## src/sv/kdq_pkg.sv

```systemverilog
`timescale 1ns / 1ps
// Shared types and constants for the key debounce, long-press and key queue block.
// No dependencies; used by key_debounce_long_press_queue_top.
package kdq_pkg;

    // Queue geometry
    localparam int QUEUE_DEPTH = 8;
    localparam int PTR_W       = $clog2(QUEUE_DEPTH);
    localparam int FILL_W      = $clog2(QUEUE_DEPTH + 1);

    // Configuration port geometry
    localparam int CFG_ADDR_W = 3;
    localparam int CFG_DATA_W = 16;

    // Configuration register indexes
    localparam logic [CFG_ADDR_W-1:0] REG_SETTLE_TICKS      = 3'd0;
    localparam logic [CFG_ADDR_W-1:0] REG_LONG_PRESS_TICKS  = 3'd1;
    localparam logic [CFG_ADDR_W-1:0] REG_KEY1_PATTERN      = 3'd2;
    localparam logic [CFG_ADDR_W-1:0] REG_KEY2_PATTERN      = 3'd3;
    localparam logic [CFG_ADDR_W-1:0] REG_KEY3_PATTERN      = 3'd4;
    localparam logic [CFG_ADDR_W-1:0] REG_LONG_PRESS_OFFSET = 3'd5;
    localparam logic [CFG_ADDR_W-1:0] REG_RELEASE_OFFSET    = 3'd6;

    // Input word modes
    localparam logic MODE_SCAN = 1'b0;
    localparam logic MODE_POP  = 1'b1;

    // Fixed result codes
    localparam logic [7:0] CODE_EMPTY = 8'hFF;
    localparam logic [7:0] CODE_NONE  = 8'h00;

    typedef struct packed {
        logic        mode;
        logic [15:0] touch_status;
    } in_word_t;

    typedef struct packed {
        logic       popped_valid;
        logic [7:0] popped_code;
        logic       queue_not_empty;
        logic [3:0] queue_level;
    } out_word_t;

endpackage

```

## src/sv/key_debounce_long_press_queue_top.sv

```systemverilog
`timescale 1ns / 1ps
// Result words are registered and valid from the cycle after the word is accepted.
// Throughput: one word per cycle; a new word is taken while the result register
// is empty or being drained in the same cycle, so the output register alone sets the rate.
// Reset (rst_n, asynchronous, active low): scan machine idle, counters and held code zero,
// queue empty, registers at their defaults; queue entries are not cleared.
module key_debounce_long_press_queue_top (
    input  logic                         clk,
    input  logic                         rst_n,
    input  logic                         cfg_we,
    input  logic [kdq_pkg::CFG_ADDR_W-1:0] cfg_addr,
    input  logic [kdq_pkg::CFG_DATA_W-1:0] cfg_wdata,
    input  logic                         in_valid,
    output logic                         in_ready,
    input  kdq_pkg::in_word_t            in_data,
    output logic                         out_valid,
    input  logic                         out_ready,
    output kdq_pkg::out_word_t           out_data
);

    typedef enum logic [2:0] {
        PH_IDLE    = 3'd0,
        PH_SETTLE  = 3'd1,
        PH_CAPTURE = 3'd2,
        PH_HOLD    = 3'd3,
        PH_RELEASE = 3'd4
    } phase_t;

    typedef logic [kdq_pkg::PTR_W-1:0]  ptr_t;
    typedef logic [kdq_pkg::FILL_W-1:0] fill_t;

    // Configuration registers
    logic [15:0] settle_ticks_reg;
    logic [15:0] long_press_ticks_reg;
    logic [15:0] key1_pattern_reg;
    logic [15:0] key2_pattern_reg;
    logic [15:0] key3_pattern_reg;
    logic [7:0]  long_press_offset_reg;
    logic [7:0]  release_offset_reg;

    // Scan state
    phase_t      phase_reg, phase_next;
    logic [15:0] settle_count_reg, settle_count_next;
    logic [15:0] hold_count_reg, hold_count_next;
    logic [7:0]  held_code_reg, held_code_next;

    // Queue state
    logic [7:0]  queue_mem [kdq_pkg::QUEUE_DEPTH];
    ptr_t        wr_ptr_reg, wr_ptr_next;
    ptr_t        rd_ptr_reg, rd_ptr_next;
    fill_t       fill_reg, fill_next;

    // Result register
    logic        out_valid_reg;
    logic        popped_valid_reg;
    logic [7:0]  code_reg;
    logic [7:0]  rd_data_reg;
    logic        not_empty_reg;
    logic [3:0]  level_reg;

    // Per-word decode
    logic        in_fire;
    logic        is_pop;
    logic        key_down;
    logic [1:0]  key_code;
    logic        push_en;
    logic [7:0]  push_code;
    logic        push_ok;
    logic        pop_ok;

    assign in_ready = !out_valid_reg || out_ready;
    assign in_fire  = in_valid && in_ready;
    assign is_pop   = (in_data.mode == kdq_pkg::MODE_POP);
    assign key_down = (in_data.touch_status[7:0] != 8'd0);

    // Pattern decode: first match wins.
    always_comb
    begin
        if (in_data.touch_status == key1_pattern_reg)
        begin
            key_code = 2'd1;
        end
        else if (in_data.touch_status == key2_pattern_reg)
        begin
            key_code = 2'd2;
        end
        else if (in_data.touch_status == key3_pattern_reg)
        begin
            key_code = 2'd3;
        end
        else
        begin
            key_code = 2'd0;
        end
    end

    // Debounce and long-press machine; produces at most one push per scan word.
    always_comb
    begin
        phase_next        = phase_reg;
        settle_count_next = settle_count_reg;
        hold_count_next   = hold_count_reg;
        held_code_next    = held_code_reg;
        push_en           = 1'b0;
        push_code         = held_code_reg;

        unique case (phase_reg)
            PH_SETTLE:
            begin
                if (settle_count_reg <= 16'd1)
                begin
                    settle_count_next = 16'd0;
                    phase_next        = key_down ? PH_CAPTURE : PH_IDLE;
                end
                else
                begin
                    settle_count_next = settle_count_reg - 16'd1;
                end
            end
            PH_CAPTURE:
            begin
                if (key_down)
                begin
                    held_code_next  = {6'd0, key_code};
                    hold_count_next = long_press_ticks_reg;
                    phase_next      = PH_HOLD;
                end
                else
                begin
                    phase_next = PH_RELEASE;
                end
            end
            PH_HOLD:
            begin
                if (key_down)
                begin
                    if (hold_count_reg != 16'd0)
                    begin
                        hold_count_next = hold_count_reg - 16'd1;
                        // Long press reached: queue the offset code.
                        if (hold_count_reg == 16'd1)
                        begin
                            held_code_next    = 8'({6'd0, key_code} + long_press_offset_reg);
                            push_en           = 1'b1;
                            push_code         = held_code_next;
                            phase_next        = PH_RELEASE;
                            settle_count_next = settle_ticks_reg;
                        end
                    end
                end
                else
                begin
                    // Short press released.
                    push_en           = 1'b1;
                    push_code         = held_code_reg;
                    phase_next        = PH_RELEASE;
                    settle_count_next = settle_ticks_reg;
                end
            end
            PH_RELEASE:
            begin
                if (settle_count_reg != 16'd0)
                begin
                    settle_count_next = settle_count_reg - 16'd1;
                    if (settle_count_reg == 16'd1)
                    begin
                        if (key_down)
                        begin
                            settle_count_next = settle_ticks_reg;
                        end
                        else
                        begin
                            phase_next = PH_IDLE;
                            // Held codes above the long-press offset get a release code.
                            if (held_code_reg > long_press_offset_reg)
                            begin
                                push_en   = 1'b1;
                                push_code = 8'(held_code_reg + release_offset_reg);
                            end
                        end
                    end
                end
                else if (!key_down)
                begin
                    phase_next = PH_IDLE;
                end
            end
            default:
            begin
                phase_next = PH_IDLE;
                if (key_down)
                begin
                    phase_next        = PH_SETTLE;
                    settle_count_next = settle_ticks_reg;
                end
            end
        endcase
    end

    // Queue pointers and fill; a push into a full queue flushes it.
    assign push_ok = push_en && (fill_reg < fill_t'(kdq_pkg::QUEUE_DEPTH));
    assign pop_ok  = (fill_reg != fill_t'(0));

    always_comb
    begin
        wr_ptr_next = wr_ptr_reg;
        rd_ptr_next = rd_ptr_reg;
        fill_next   = fill_reg;
        if (is_pop)
        begin
            if (pop_ok)
            begin
                fill_next   = fill_reg - fill_t'(1);
                rd_ptr_next = (rd_ptr_reg == ptr_t'(kdq_pkg::QUEUE_DEPTH - 1))
                              ? ptr_t'(0) : rd_ptr_reg + ptr_t'(1);
            end
        end
        else if (push_en)
        begin
            if (push_ok)
            begin
                fill_next   = fill_reg + fill_t'(1);
                wr_ptr_next = (wr_ptr_reg == ptr_t'(kdq_pkg::QUEUE_DEPTH - 1))
                              ? ptr_t'(0) : wr_ptr_reg + ptr_t'(1);
            end
            else
            begin
                fill_next = fill_t'(0);
            end
        end
    end

    // Configuration writes; unknown indexes are ignored.
    always_ff @(posedge clk or negedge rst_n)
    begin
        if (!rst_n)
        begin
            settle_ticks_reg      <= 16'd5;
            long_press_ticks_reg  <= 16'd100;
            key1_pattern_reg      <= 16'd1;
            key2_pattern_reg      <= 16'd2;
            key3_pattern_reg      <= 16'd4;
            long_press_offset_reg <= 8'd16;
            release_offset_reg    <= 8'd16;
        end
        else if (cfg_we)
        begin
            unique case (cfg_addr)
                kdq_pkg::REG_SETTLE_TICKS:      settle_ticks_reg      <= cfg_wdata;
                kdq_pkg::REG_LONG_PRESS_TICKS:  long_press_ticks_reg  <= cfg_wdata;
                kdq_pkg::REG_KEY1_PATTERN:      key1_pattern_reg      <= cfg_wdata;
                kdq_pkg::REG_KEY2_PATTERN:      key2_pattern_reg      <= cfg_wdata;
                kdq_pkg::REG_KEY3_PATTERN:      key3_pattern_reg      <= cfg_wdata;
                kdq_pkg::REG_LONG_PRESS_OFFSET: long_press_offset_reg <= cfg_wdata[7:0];
                kdq_pkg::REG_RELEASE_OFFSET:    release_offset_reg    <= cfg_wdata[7:0];
                default:
                begin
                end
            endcase
        end
    end

    // State update and control part of the result register.
    always_ff @(posedge clk or negedge rst_n)
    begin
        if (!rst_n)
        begin
            phase_reg        <= PH_IDLE;
            settle_count_reg <= 16'd0;
            hold_count_reg   <= 16'd0;
            held_code_reg    <= 8'd0;
            wr_ptr_reg       <= ptr_t'(0);
            rd_ptr_reg       <= ptr_t'(0);
            fill_reg         <= fill_t'(0);
            out_valid_reg    <= 1'b0;
        end
        else
        begin
            if (in_fire)
            begin
                if (!is_pop)
                begin
                    phase_reg        <= phase_next;
                    settle_count_reg <= settle_count_next;
                    hold_count_reg   <= hold_count_next;
                    held_code_reg    <= held_code_next;
                end
                wr_ptr_reg    <= wr_ptr_next;
                rd_ptr_reg    <= rd_ptr_next;
                fill_reg      <= fill_next;
                out_valid_reg <= 1'b1;
            end
            else if (out_ready)
            begin
                out_valid_reg <= 1'b0;
            end
        end
    end

    // Payload of the result word.
    always_ff @(posedge clk)
    begin
        if (in_fire)
        begin
            popped_valid_reg <= is_pop && pop_ok;
            code_reg         <= is_pop ? kdq_pkg::CODE_EMPTY : kdq_pkg::CODE_NONE;
            not_empty_reg    <= (fill_next != fill_t'(0));
            level_reg        <= 4'(fill_next);
        end
    end

    // Queue storage: written on a successful push, read at the head on every word.
    always_ff @(posedge clk)
    begin
        if (in_fire)
        begin
            if (!is_pop && push_ok)
            begin
                queue_mem[wr_ptr_reg] <= push_code;
            end
            rd_data_reg <= queue_mem[rd_ptr_reg];
        end
    end

    assign out_valid                = out_valid_reg;
    assign out_data.popped_valid    = popped_valid_reg;
    assign out_data.popped_code     = popped_valid_reg ? rd_data_reg : code_reg;
    assign out_data.queue_not_empty = not_empty_reg;
    assign out_data.queue_level     = level_reg;

    // The fill count never exceeds the queue depth.
    assert property (@(posedge clk) disable iff (!rst_n)
        fill_reg <= fill_t'(kdq_pkg::QUEUE_DEPTH))
        else $error("queue fill exceeds depth");

    // A successful pop lowers the fill by exactly one.
    assert property (@(posedge clk) disable iff (!rst_n)
        (in_fire && is_pop && pop_ok) |=> (fill_reg == $past(fill_reg) - fill_t'(1)))
        else $error("pop did not lower the fill by one");

    // Every accepted word leaves a result word waiting in the next cycle.
    assert property (@(posedge clk) disable iff (!rst_n)
        in_fire |=> out_valid_reg)
        else $error("accepted word produced no result word");

    // A pop word never disturbs the scan machine.
    assert property (@(posedge clk) disable iff (!rst_n)
        (in_fire && is_pop) |=> ((phase_reg == $past(phase_reg))
                                 && (settle_count_reg == $past(settle_count_reg))))
        else $error("pop word changed the scan state");

endmodule

```

## config.mk

```make
export PLATFORM = sky130hd
export DESIGN_NAME = key_debounce_long_press_queue_top
export DESIGN_NICKNAME = d
export VERILOG_FILES = /design/src/sv/kdq_pkg.sv /design/src/sv/key_debounce_long_press_queue_top.sv
export SDC_FILE = /design/constraint.sdc
export NUM_CORES = 1
export LEC_CHECK = 0
export BUFFER_PORTS_ARGS = -buffer_cell sky130_fd_sc_hd__buf_2
export CORE_MARGIN = 1.5
export CORE_UTILIZATION = 35
export CTS_BUF_LIST = sky130_fd_sc_hd__clkbuf_4 sky130_fd_sc_hd__clkbuf_8
export DETAILED_ROUTE_END_ITERATION = 8
export GPL_ROUTABILITY_DRIVEN = 0
export PLACE_DENSITY = 0.59
export SLEW_MARGIN = 10
export SYNTH_ARGS = -nofsm -noshare
export SYNTH_HDL_FRONTEND = slang
export SYNTH_SLANG_ARGS = --single-unit
```

## constraint.sdc

```tcl
create_clock -name clk -period 2.9 [get_ports clk]
set_input_delay 0.29 -clock clk [delete_from_list [all_inputs] [get_ports clk]]
set_output_delay 0.29 -clock clk [all_outputs]
set_load 0.05 [all_outputs]
```

==> reports/qor.txt, run 1 <==
=================================================================================
Io pins                                                                        57
Final instance area                                                  0.0140 sq mm
Final worst setup slack                                                 -0.230 ns
Ratio of routed vias to standard cells                                       5.10
Slew of the pin with the lowest slew margin                              0.797 ns
Origin of the worst setup path                                       key3_pattern_reg[10]
Synthesis Warnings                                                              0
Path type of the worst min-delay path                                      in2reg
Number of DRC markers after the initial detailed-route iteration              452
Final count of pins violating max slew                                          0
Part of the Yosys area used for sequential elements                         53.6%
Global-route usage over all layers                                          16.5%
Most common flop cell mapped by yosys                                sky130_fd_sc_hd__dfrtp_1
CP startpoint kind                                                           flop
Setup repair after global routing missed its margin                          true
Synthesized Nets                                                             1001
Startpoint of the lowest-slack register-to-register path             key3_pattern_reg[10]
Leak pwr                                                               0.00563 uW
Fraction of synthesis flops using an asynchronous set or reset pin          65.5%
Input/output buffers                                                           56
Worst setup path endpoint                                            queue_mem[6][7]
Slew HR                                                                     46.9%
Reg-to-reg critical path endpoint                                    queue_mem[6][7]
Peak Freq                                                                 319 MHz
Pin count of the biggest net entering global routing                           76
Most area-consuming cells after synthesis                            sky130_fd_sc_hd__dfrtp_1 (31%), sky130_fd_sc_hd__edfxtp_1 (21%), sky130_fd_sc_hd__mux2_2 (11%)
Worst vdd ir                                                             0.388 mV
Detailed-placement wirelength estimate                                    18.8 mm
Total power                                                               9380 uW
Violated checks                                                      setup timing
Clock slew seen by the registers of the worst setup and hold paths        0.06 ns
Post-route clock skew                                                   0.0281 ns
Clock tree from TritonCTS                                                     yes
Crit path max fanout                                                            8
Die Footprint                                                        0.0338 sq mm
Worst-skew pair later-pin latency                                         0.55 ns
Number of enable-type register cells in the synthesized netlist                79
Vias in the first global route                                               8165
Critical path required time                                               3.14 ns
Starting utilization of the core area                                       35.4%
Crit path arrival time                                                    3.37 ns
Number of flip-flops under the largest register name                           64
Cell taking the most area after synthesis                            sky130_fd_sc_hd__dfrtp_1
Clock buffers created by TritonCTS                                             40
Row cnt                                                                        66
Minimum setup slack after placement                                     -0.270 ns
Number of remaining DRC errors                                                  0
Post-synth top area share                                                   30.6%
Register with the highest flop count                                    queue_mem
Fraction of final layout cells with drive strength greater than 1           38.3%
Register-to-Register Setup Slack                                         -0.23 ns
Via count                                                                    7931
Minimum clock period after layout                                         3.13 ns
Congestion Overflow GR                                                          0
Post-route ant nets                                                             0
Synthesized cell area                                                0.0115 sq mm
Total number of nets in the final design                                     1152
Final Hold Vio Count                                                            0
Wirelength, routed                                                        27.1 mm
Number of sinks driven by the clock tree                                      229
Number of antenna violations at the first check in global routing               0
Most frequent cells in the layout                                    sky130_fd_sc_hd__dfrtp_1 (140), sky130_fd_sc_hd__mux2_2 (115), sky130_fd_sc_hd__buf_4 (88)
Category of the critical setup timing path                                reg2reg
Post-Syn Area per Cell                                                 12.3 sq um
Area growth from synthesis to final layout                                  21.9%
Commonest non-fill, non-tap cell in the layout                       sky130_fd_sc_hd__dfrtp_1
Critical path capture point type                                             flop
Flip-flop and latch count after synthesis                                     229
Global-route wire length before repair                                    43.9 mm
DP Area                                                              0.0129 sq mm
Chip Height                                                                184 um
Number of max-capacitance violations reported                                   0
Areal power density over the cells                                    672 mW/mm^2
Final setup violation count                                                    33
Average detailed-routed wire length per instance                          17.5 um
Clk Tree Root Cell                                                   sky130_fd_sc_hd__clkbuf_8
Share of the clock period used by the worst path                             108%
Die X                                                                      184 um
Detailed Routing Iterations Pass 1                                              5
R2R depth                                                                      12
Count of mapped cells out of synthesis                                        931
Number of buffers between clock root and the deepest sink                       3
Floorplan Core Area                                                  0.0324 sq mm
Count of unique library cells instantiated by Yosys                            74
Status                                                               complete, but fails checks
H-tree levels                                                                   2
Worst hold slack across all endpoints                                   0.0695 ns
=================================================================================
[where the power goes]
part           leakage (uW)  internal, uW  total, uW  switching, uW
combinational       0.00272          1100       2130           1030
sequential          0.00250          3870       4350            481
clock              0.000414          1570       2900           1330
[final cells by class]
class | count | area (sq um)
fillers | 3087 | 18400
flip-flops and latches | 229 | 6140
multi-input cells | 632 | 5300
repair buffers | 153 | 1090
clock buffers | 57 | 703
well taps | 442 | 553
inverters | 26 | 97.6
clock inverters | 14 | 78.8
diodes | 1 | 2.50
[per-stage QoR]
stage          TNS (ns)  instances  util (%)
2_1_floorplan         0        931         -
5_1_grt          -12.26       1553      43.1
6_report          -5.09       1554      43.1
3_3_place_gp      -7.40       1474      39.8
4_1_cts           -4.05       1550      42.4
3_5_place_dp      -8.28       1474      39.8
[routing by layer]
layer	wire, um	global-route usage, %	vias to the layer above	share of wire, %
li1	-	-	3780	-
met1	12500	22.0	3916	46
met2	12800	27.6	188	47
met3	1300	2.97	47	4.8
met4	571	4.33	0	2.1
met5	0	0	-	0
[synthesized netlist by cell type, types with 12 or more instances]
cell and count:
sky130_fd_sc_hd__nand2_1 67, sky130_fd_sc_hd__nor4_1 13, sky130_fd_sc_hd__a21oi_1 36, sky130_fd_sc_hd__dfrtp_1 140
sky130_fd_sc_hd__ha_1 27, sky130_fd_sc_hd__mux2_2 116, sky130_fd_sc_hd__nor3_1 25, sky130_fd_sc_hd__xor2_1 36
sky130_fd_sc_hd__xnor2_1 25, sky130_fd_sc_hd__nand3_1 14, sky130_fd_sc_hd__nand4_1 12, sky130_fd_sc_hd__inv_1 25
sky130_fd_sc_hd__edfxtp_1 79, sky130_fd_sc_hd__clkbuf_1 28, sky130_fd_sc_hd__a22o_1 14, sky130_fd_sc_hd__mux4_2 16
sky130_fd_sc_hd__nor2_1 39, sky130_fd_sc_hd__o21ai_0 46
[cell families after synthesis]
group                      synth area share [%]
buffers and inverters                      2.50
xor gates and xnor gates                   4.66
and+or+nand+nor                            11.1
adders and majority gates                  3.30
DFF                                        53.6
AOI/OAI and AO/OA                          10.2
muxes                                      14.6
[critical path, stage by stage, from the launching register on]
cell and delay (ns):
sky130_fd_sc_hd__dfrtp_1 0.38, sky130_fd_sc_hd__xor2_1 0.14, sky130_fd_sc_hd__nor4_1 0.42, sky130_fd_sc_hd__and4_1 0.26, sky130_fd_sc_hd__a21o_1 0.21, sky130_fd_sc_hd__ha_4 0.18
sky130_fd_sc_hd__a21oi_2 0.06, sky130_fd_sc_hd__nor2_2 0.13, sky130_fd_sc_hd__nand3_2 0.10, sky130_fd_sc_hd__or3_4 0.34, sky130_fd_sc_hd__xnor2_2 0.14, sky130_fd_sc_hd__a211oi_2 0.09
sky130_fd_sc_hd__a211o_1 0.38
[how the worst min path moves through the flow]
stage / start / endpoint / slack [ns] / cells past startpoint
after floorplan: rst_n / fill_reg[0] / -0.006 / 0
after global placement: rst_n / key1_pattern_reg[8] / 0.37 / 1
after detailed placement: rst_n / settle_ticks_reg[12] / 0.37 / 1
after CTS: cfg_wdata[11] / key2_pattern_reg[11] / 0.04 / 2
after global routing: cfg_wdata[9] / key1_pattern_reg[9] / 0.06 / 2
final: cfg_wdata[13] / settle_ticks_reg[13] / 0.07 / 2
[what timing repair did]
action,in CTS,in global routing
pin swaps,5,24
hold buffers,2,0
buffers inserted,3,4
gates cloned,0,0
gates resized for setup,12,36
hold endpoints to repair,68,0
setup endpoints to repair,42,102
No activity file was read; power rests on OpenSTA's default activity.
==> run 2, diff against run 1 <==
--- a/config.mk
+++ b/config.mk
@@ -9,9 +9,11 @@
 export CORE_MARGIN = 1.5
 export CORE_UTILIZATION = 35
 export CTS_BUF_LIST = sky130_fd_sc_hd__clkbuf_4 sky130_fd_sc_hd__clkbuf_8
+export CTS_CLUSTER_DIAMETER = 30
 export DETAILED_ROUTE_END_ITERATION = 8
 export GPL_ROUTABILITY_DRIVEN = 0
-export PLACE_DENSITY = 0.59
+export GPL_TIMING_DRIVEN = 1
+export PLACE_DENSITY = 0.57
 export SLEW_MARGIN = 10
 export SYNTH_ARGS = -nofsm -noshare
 export SYNTH_HDL_FRONTEND = slang
==> constraint.sdc (replaced) <==
create_clock -name clk -period 3.06 [get_ports clk]
set_input_delay 0.306 -clock clk [delete_from_list [all_inputs] [get_ports clk]]
set_output_delay 0.306 -clock clk [all_outputs]
set_load 0.05 [all_outputs]
==> reports/qor.txt, run 2 (same netlist as run 1, synthesis figures left out) <==
=================================================================================
Total internal power                                                      6870 uW   +5.1%
Category of the critical setup timing path                                reg2reg
Number of max-capacitance violations reported                                   0   unchanged
Area growth from synthesis to final layout                                  22.6%
Global-route wire length before repair                                    44.3 mm   +0.94%
Clk Tree Root Cell                                                   sky130_fd_sc_hd__clkbuf_8
Path type of the worst min-delay path                                      in2reg
Via count                                                                    8015   +1.1%
Global-route usage over all layers                                          16.8%   +0.26 points
Row cnt                                                                        66   unchanged
Minimum setup slack after placement                                     -0.156 ns   +0.115 ns
Worst-skew pair later-pin latency                                         0.57 ns   +0.02 ns
Chip Height                                                                184 um   unchanged
Detailed Routing Iterations Pass 1                                              4   -1
Leak pwr                                                               0.00569 uW   +1.0%
Clock tree from TritonCTS                                                     yes
Detailed-placement wirelength estimate                                    19.2 mm   +1.6%
Input/output buffers                                                           56   unchanged
Minimum clock period after layout                                         3.14 ns   +0.00609 ns
Logic pwr share                                                             19.8%   -2.9 points
Final setup violation count                                                     8   -76%
Final Hold Vio Count                                                            0   unchanged
Fraction of final layout cells with drive strength greater than 1           37.1%   -1.2 points
Io pins                                                                        57   unchanged
Violated checks                                                      setup timing
Critical path required time                                               3.32 ns   +0.18 ns
Average detailed-routed wire length per instance                          17.8 um   +1.6%
Antenna diode count                                                             0   -1
Clock slew seen by the registers of the worst setup and hold paths        0.06 ns   about the same
Share of the clock period used by the worst path                             102%   -5.4 points
Non-filler cells in the finished layout                                      1556   +0.13%
H-tree levels                                                                   2   unchanged
CP startpoint kind                                                           flop
Final worst setup slack                                                -0.0763 ns   +0.154 ns
Critical path capture point type                                             flop
Total power                                                               9740 uW   +3.8%
Slew of the pin with the lowest slew margin                              0.879 ns   +0.0826 ns
DP Cell Count                                                                1455   -1.3%
Status                                                               complete, but fails checks
Sw power                                                                  2870 uW   +0.89%
Wirelength, routed                                                        27.6 mm   +1.8%
Crit path max fanout                                                            8   unchanged
Final count of pins violating max slew                                          0   unchanged
Crit path arrival time                                                    3.40 ns   +0.03 ns
Register with the highest flop count                                    queue_mem
Switching power share of the total                                          29.4%   -0.86 points
Total number of nets in the final design                                     1143   -0.78%
Clock buffers created by TritonCTS                                             49   +23%
Vias in the first global route                                               8082   -1.0%
Commonest non-fill, non-tap cell in the layout                       sky130_fd_sc_hd__dfrtp_1
Slew HR                                                                     41.4%   -5.5 points
Pin count of the biggest net entering global routing                           94   +24%
Floorplan Core Area                                                  0.0324 sq mm   unchanged
Most frequent cells in the layout                                    sky130_fd_sc_hd__dfrtp_1 (140), sky130_fd_sc_hd__mux2_2 (116), sky130_fd_sc_hd__edfxtp_1 (79)
Number of antenna violations at the first check in global routing               1   +1
Post-route ant nets                                                             0   unchanged
Part of the power in registers                                              42.3%   -4.1 points
Setup repair after global routing missed its margin                          true
Congestion Overflow GR                                                          0   unchanged
Die X                                                                      184 um   unchanged
Clock network power share                                                   37.9%   +7.0 points
Die Footprint                                                        0.0338 sq mm   unchanged
Post-route clock skew                                                   0.0370 ns   +0.00894 ns
Ratio of routed vias to standard cells                                       5.15   +0.93%
Number of remaining DRC errors                                                  0   unchanged
Starting utilization of the core area                                       35.4%   unchanged
Number of sinks driven by the clock tree                                      229   unchanged
Number of flip-flops under the largest register name                           64   unchanged
Worst vdd ir                                                             0.374 mV   -3.5%
Areal power density over the cells                                    693 mW/mm^2   +3.2%
Peak Freq                                                                 319 MHz   -0.19%
Share of the core filled with cells                                         43.4%   +0.26 points
Number of buffers between clock root and the deepest sink                       3   unchanged
Number of DRC markers after the initial detailed-route iteration              381   -16%
=================================================================================
==> run 2: stage by stage <==
step / cell area [sq um] / TNS, ns / hold WS [ns]
after global placement: 12700 / -1.31 / 0.454
after CTS: 13900 / -1.20 / 0.000991
final: 14000 / -0.477 / 0.0360
after global routing: 14000 / -5.36 / 0.0196
after detailed placement: 12700 / -2.54 / 0.454
after floorplan: 11500 / 0 / 0.0104
==> run 2: power groups by stage <==
stage	registers [uW]	logic, uW	clock network (uW)
after global placement	4170	1900	0
after CTS	4120	1940	3790
after detailed placement	4180	1920	0
final	4120	1930	3690
after global routing	4180	2130	3950
after floorplan	4020	1420	0
==> run 2: worst paths after layout <==
| kind | startpoint | endpoint | depth (start not counted) | slack (ns) |
|---|---|---|---|---|
| worst min-delay path | cfg_wdata[13] | key2_pattern_reg[13] | 2 | 0.04 |
| max in group asynchronous | rst_n | settle_ticks_reg[2] | 3 | 1.87 |
| worst max register to register | key3_pattern_reg[12] | queue_mem[3][7] | 13 | -0.08 |
| worst max-delay path | key3_pattern_reg[12] | queue_mem[3][7] | 13 | -0.08 |
| worst min register to register | long_press_ticks_reg[4] | long_press_ticks_reg[4] | 1 | 0.50 |
| min in group asynchronous | rst_n | settle_count_reg[13] | 2 | 0.36 |
==> run 2: repair_timing <==
action | 4_1_cts | 5_1_grt
setup buffers | 2 | 5
endpoints found under the hold margin | 86 | 0
gates cloned | 0 | 0
hold buffers | 2 | 0
setup endpoints to repair | 24 | 61
pin swaps | 5 | 11
gates resized for setup | 12 | 11
==> run 2: critical path, cell delays in order, from the launching register on <==
cell	delay, ns
sky130_fd_sc_hd__dfrtp_1	0.40
sky130_fd_sc_hd__xor2_1	0.16
sky130_fd_sc_hd__nor4_2	0.30
sky130_fd_sc_hd__buf_4	0.16
sky130_fd_sc_hd__and4_1	0.18
sky130_fd_sc_hd__a21o_1	0.21
sky130_fd_sc_hd__ha_4	0.17
sky130_fd_sc_hd__a21oi_2	0.05
sky130_fd_sc_hd__nor2_1	0.12
sky130_fd_sc_hd__nand3_1	0.13
sky130_fd_sc_hd__or3_4	0.35
sky130_fd_sc_hd__xnor2_2	0.15
sky130_fd_sc_hd__a211oi_2	0.10
sky130_fd_sc_hd__a211o_1	0.34
==> run 2: area by class of cell <==
cell class	count	area, sq um
fill	3109	18300
sequential	229	6140
multi-input combinational	632	5160
timing repair buffer	135	947
clock buffer	70	913
tap	442	553
clock inverter	22	231
inverter	26	97.6
==> run 2: layer usage <==
metal	wire, um	up-vias	track usage [%]
li1	-	3794	-
met3	1370	47	3.66
met1	12600	3998	22.2
met2	13200	174	27.7
met5	14	-	0
met4	494	2	4.62
==> run 3, diff against run 2 <==
--- a/config.mk
+++ b/config.mk
@@ -5,15 +5,17 @@
 export SDC_FILE = /design/constraint.sdc
 export NUM_CORES = 1
 export LEC_CHECK = 0
-export BUFFER_PORTS_ARGS = -buffer_cell sky130_fd_sc_hd__buf_2
 export CORE_MARGIN = 1.5
 export CORE_UTILIZATION = 35
 export CTS_BUF_LIST = sky130_fd_sc_hd__clkbuf_4 sky130_fd_sc_hd__clkbuf_8
 export CTS_CLUSTER_DIAMETER = 30
 export DETAILED_ROUTE_END_ITERATION = 8
+export DONT_BUFFER_PORTS = 1
 export GPL_ROUTABILITY_DRIVEN = 0
 export GPL_TIMING_DRIVEN = 1
-export PLACE_DENSITY = 0.57
+export HOLD_SLACK_MARGIN = 0.1
+export PLACE_DENSITY = 0.56
+export SETUP_SLACK_MARGIN = 0.2
 export SLEW_MARGIN = 10
 export SYNTH_ARGS = -nofsm -noshare
 export SYNTH_HDL_FRONTEND = slang
==> reports/qor.txt, run 3 (same netlist as run 1, synthesis figures left out) <==
=================================================================================
Final Hold Vio Count                                                          150   +150
Startpoint of the lowest-slack register-to-register path             key3_pattern_reg[0]
Via count                                                                    7851   -2.0%
Row cnt                                                                        66   unchanged
Floorplan Core Area                                                  0.0324 sq mm   unchanged
Status                                                               complete, but fails checks
Number of DRC markers after the initial detailed-route iteration              415   +8.9%
Pin count of the biggest net entering global routing                          151   +61%
Most frequent cells in the layout                                    sky130_fd_sc_hd__dfrtp_1 (140), sky130_fd_sc_hd__mux2_2 (115), sky130_fd_sc_hd__edfxtp_1 (79)
Crit path arrival time                                                    3.42 ns   +0.02 ns
Input/output buffers                                                            0   -100%
Final setup violation count                                                    24   +16
Number of remaining DRC errors                                                  0   unchanged
Setup repair after global routing missed its margin                          true
Congestion Overflow GR                                                          0   unchanged
Starting utilization of the core area                                       35.4%   unchanged
Share of the clock period used by the worst path                             103%   about the same
Number of flip-flops under the largest register name                           64   unchanged
Path type of the worst min-delay path                                    in2async
Die X                                                                      184 um   unchanged
Leak pwr                                                               0.00562 uW   -1.2%
Chip Height                                                                184 um   unchanged
Critical path required time                                               3.34 ns   +0.02 ns
Violated checks                                                      hold timing, setup timing
Total number of nets in the final design                                     1107   -3.1%
Global-route usage over all layers                                          16.7%   -0.036 points
Peak Freq                                                                 319 MHz   about the same
DP Cell Count                                                                1395   -4.1%
Commonest non-fill, non-tap cell in the layout                       sky130_fd_sc_hd__dfrtp_1
Clock slew seen by the registers of the worst setup and hold paths        0.06 ns   about the same
CP startpoint kind                                                           flop
Clock tree from TritonCTS                                                     yes
Average detailed-routed wire length per instance                          18.0 um   +1.6%
Area growth from synthesis to final layout                                  24.3%
Register-to-Register Setup Slack                                         -0.08 ns   about the same
Final count of pins violating max slew                                          0   unchanged
Reg-to-reg critical path endpoint                                    queue_mem[4][7]
Wirelength, routed                                                        27.5 mm   -0.57%
Number of antenna violations at the first check in global routing               2   +1
Worst-skew pair later-pin latency                                         0.57 ns   about the same
Fraction of final layout cells with drive strength greater than 1           36.3%   -0.74 points
Io pins                                                                        57   unchanged
Total power                                                              10200 uW   +4.4%
Ratio of routed vias to standard cells                                       5.15   about the same
Number of hold buffers added after CTS                                         19   +17
DP Area                                                              0.0124 sq mm   -2.6%
Post-route clock skew                                                   0.0353 ns   -0.00166 ns
Critical path capture point type                                             flop
Final worst setup slack                                                -0.0784 ns   -0.00210 ns
Clock buffers created by TritonCTS                                             52   +6.1%
Worst hold slack across all endpoints                                   -0.567 ns   -0.603 ns
Register with the highest flop count                                    queue_mem
Slew HR                                                                     41.4%   +0.051 points
Die Footprint                                                        0.0338 sq mm   unchanged
Vias in the first global route                                               7910   -2.1%
Share of the core filled with cells                                         44.0%   +0.61 points
Post-route ant nets                                                             0   unchanged
Detailed Routing Iterations Pass 1                                              4   unchanged
Clk Tree Root Cell                                                   sky130_fd_sc_hd__clkbuf_8
Number of sinks driven by the clock tree                                      229   unchanged
Global-route wire length before repair                                    44.1 mm   -0.50%
Slew of the pin with the lowest slew margin                              0.874 ns   -0.00540 ns
Number of buffers between clock root and the deepest sink                       3   unchanged
Worst vdd ir                                                             0.537 mV   +44%
Final instance area                                                  0.0142 sq mm   +1.4%
Areal power density over the cells                                    714 mW/mm^2   +3.0%
Number of max-capacitance violations reported                                   0   unchanged
Crit path max fanout                                                            8   unchanged
R2R depth                                                                      14   +1
Category of the critical setup timing path                                reg2reg
Minimum clock period after layout                                         3.14 ns   +0.00210 ns
H-tree levels                                                                   2   unchanged
Detailed-placement wirelength estimate                                    18.1 mm   -5.6%
Non-filler cells in the finished layout                                      1523   -2.1%
=================================================================================
run 3: cell count changes in the layout (fill, tap and decap cells not counted), sizes merged:
cell | previous run | this run
bufinv | 3 | 8
inv | 27 | 29
buf | 133 | 77
clkinvlp | 7 | 3
dlygate4sd3 | 2 | 19
diode | 0 | 2
clkinv | 11 | 9
clkbuf | 70 | 73
run 3: area by class of cell:
type | count | area [sq um]
Fill cell | 3056 | 18100
Sequential cell | 229 | 6140
Multi-Input combinational cell | 632 | 5350
Clock buffer | 73 | 948
Timing Repair Buffer | 96 | 801
Tap cell | 442 | 553
Clock inverter | 23 | 348
Inverter | 26 | 97.6
Antenna cell | 2 | 5.00
run 3: per-layer routing:
metal / part of all wire, % / track usage, % / up-vias
met3: 5.1 / 3.55 / 57
met5: 0.084 / 0 / -
li1: - / - / 3718
met1: 46 / 22.8 / 3908
met4: 2.2 / 4.92 / 4
met2: 46 / 26.9 / 164
run 3: repair_timing:
item,in CTS,in global routing
pin swaps,11,21
endpoints found under the setup margin,81,112
endpoints found under the hold margin,254,150
buffers inserted,3,8
resized for setup,24,39
run 3: power breakdown:
part / internal [uW] / switching, uW / total, uW
clock: 2700 / 1480 / 4180
sequential: 3670 / 476 / 4140
combinational: 999 / 848 / 1850
run 3: metrics by stage:
step | hold WS [ns] | setup slack (ns) | setup TNS (ns)
finish | -0.567 | -0.0784 | -1.05
global route | -0.603 | -0.296 | -7.87
CTS | -0.607 | -0.0570 | -1.10
detailed placement | 0.0141 | -0.0906 | -1.10
global placement | 0.0142 | -0.0533 | -0.426
floorplan | 0.0104 | 0.216 | 0
run 3: critical path, stage by stage (launching register included):
cell,delay [ns]
sky130_fd_sc_hd__dfrtp_1,0.38
sky130_fd_sc_hd__xor2_1,0.15
sky130_fd_sc_hd__nor4_1,0.27
sky130_fd_sc_hd__buf_4,0.16
sky130_fd_sc_hd__and4_1,0.20
sky130_fd_sc_hd__a21o_4,0.15
sky130_fd_sc_hd__ha_4,0.13
sky130_fd_sc_hd__buf_4,0.10
sky130_fd_sc_hd__a21oi_2,0.05
sky130_fd_sc_hd__nor2_2,0.14
sky130_fd_sc_hd__nand3_2,0.11
sky130_fd_sc_hd__or3_4,0.39
sky130_fd_sc_hd__xnor2_2,0.17
sky130_fd_sc_hd__a211oi_2,0.09
sky130_fd_sc_hd__a211o_2,0.35
run 3: how the worst max path moves through the flow:
| stage | startpoint | end | slack, ns | cells after the start |
|---|---|---|---|---|
| after floorplan | out_valid | queue_mem[2][0] | 0.22 | 5 |
| after global placement | key3_pattern_reg[10] | queue_mem[0][7] | -0.05 | 12 |
| after detailed placement | key3_pattern_reg[10] | queue_mem[0][7] | -0.09 | 12 |
| after CTS | key2_pattern_reg[5] | queue_mem[0][6] | -0.06 | 15 |
| after global routing | key2_pattern_reg[5] | queue_mem[2][6] | -0.30 | 15 |
| final | key3_pattern_reg[0] | queue_mem[4][7] | -0.08 | 14 |
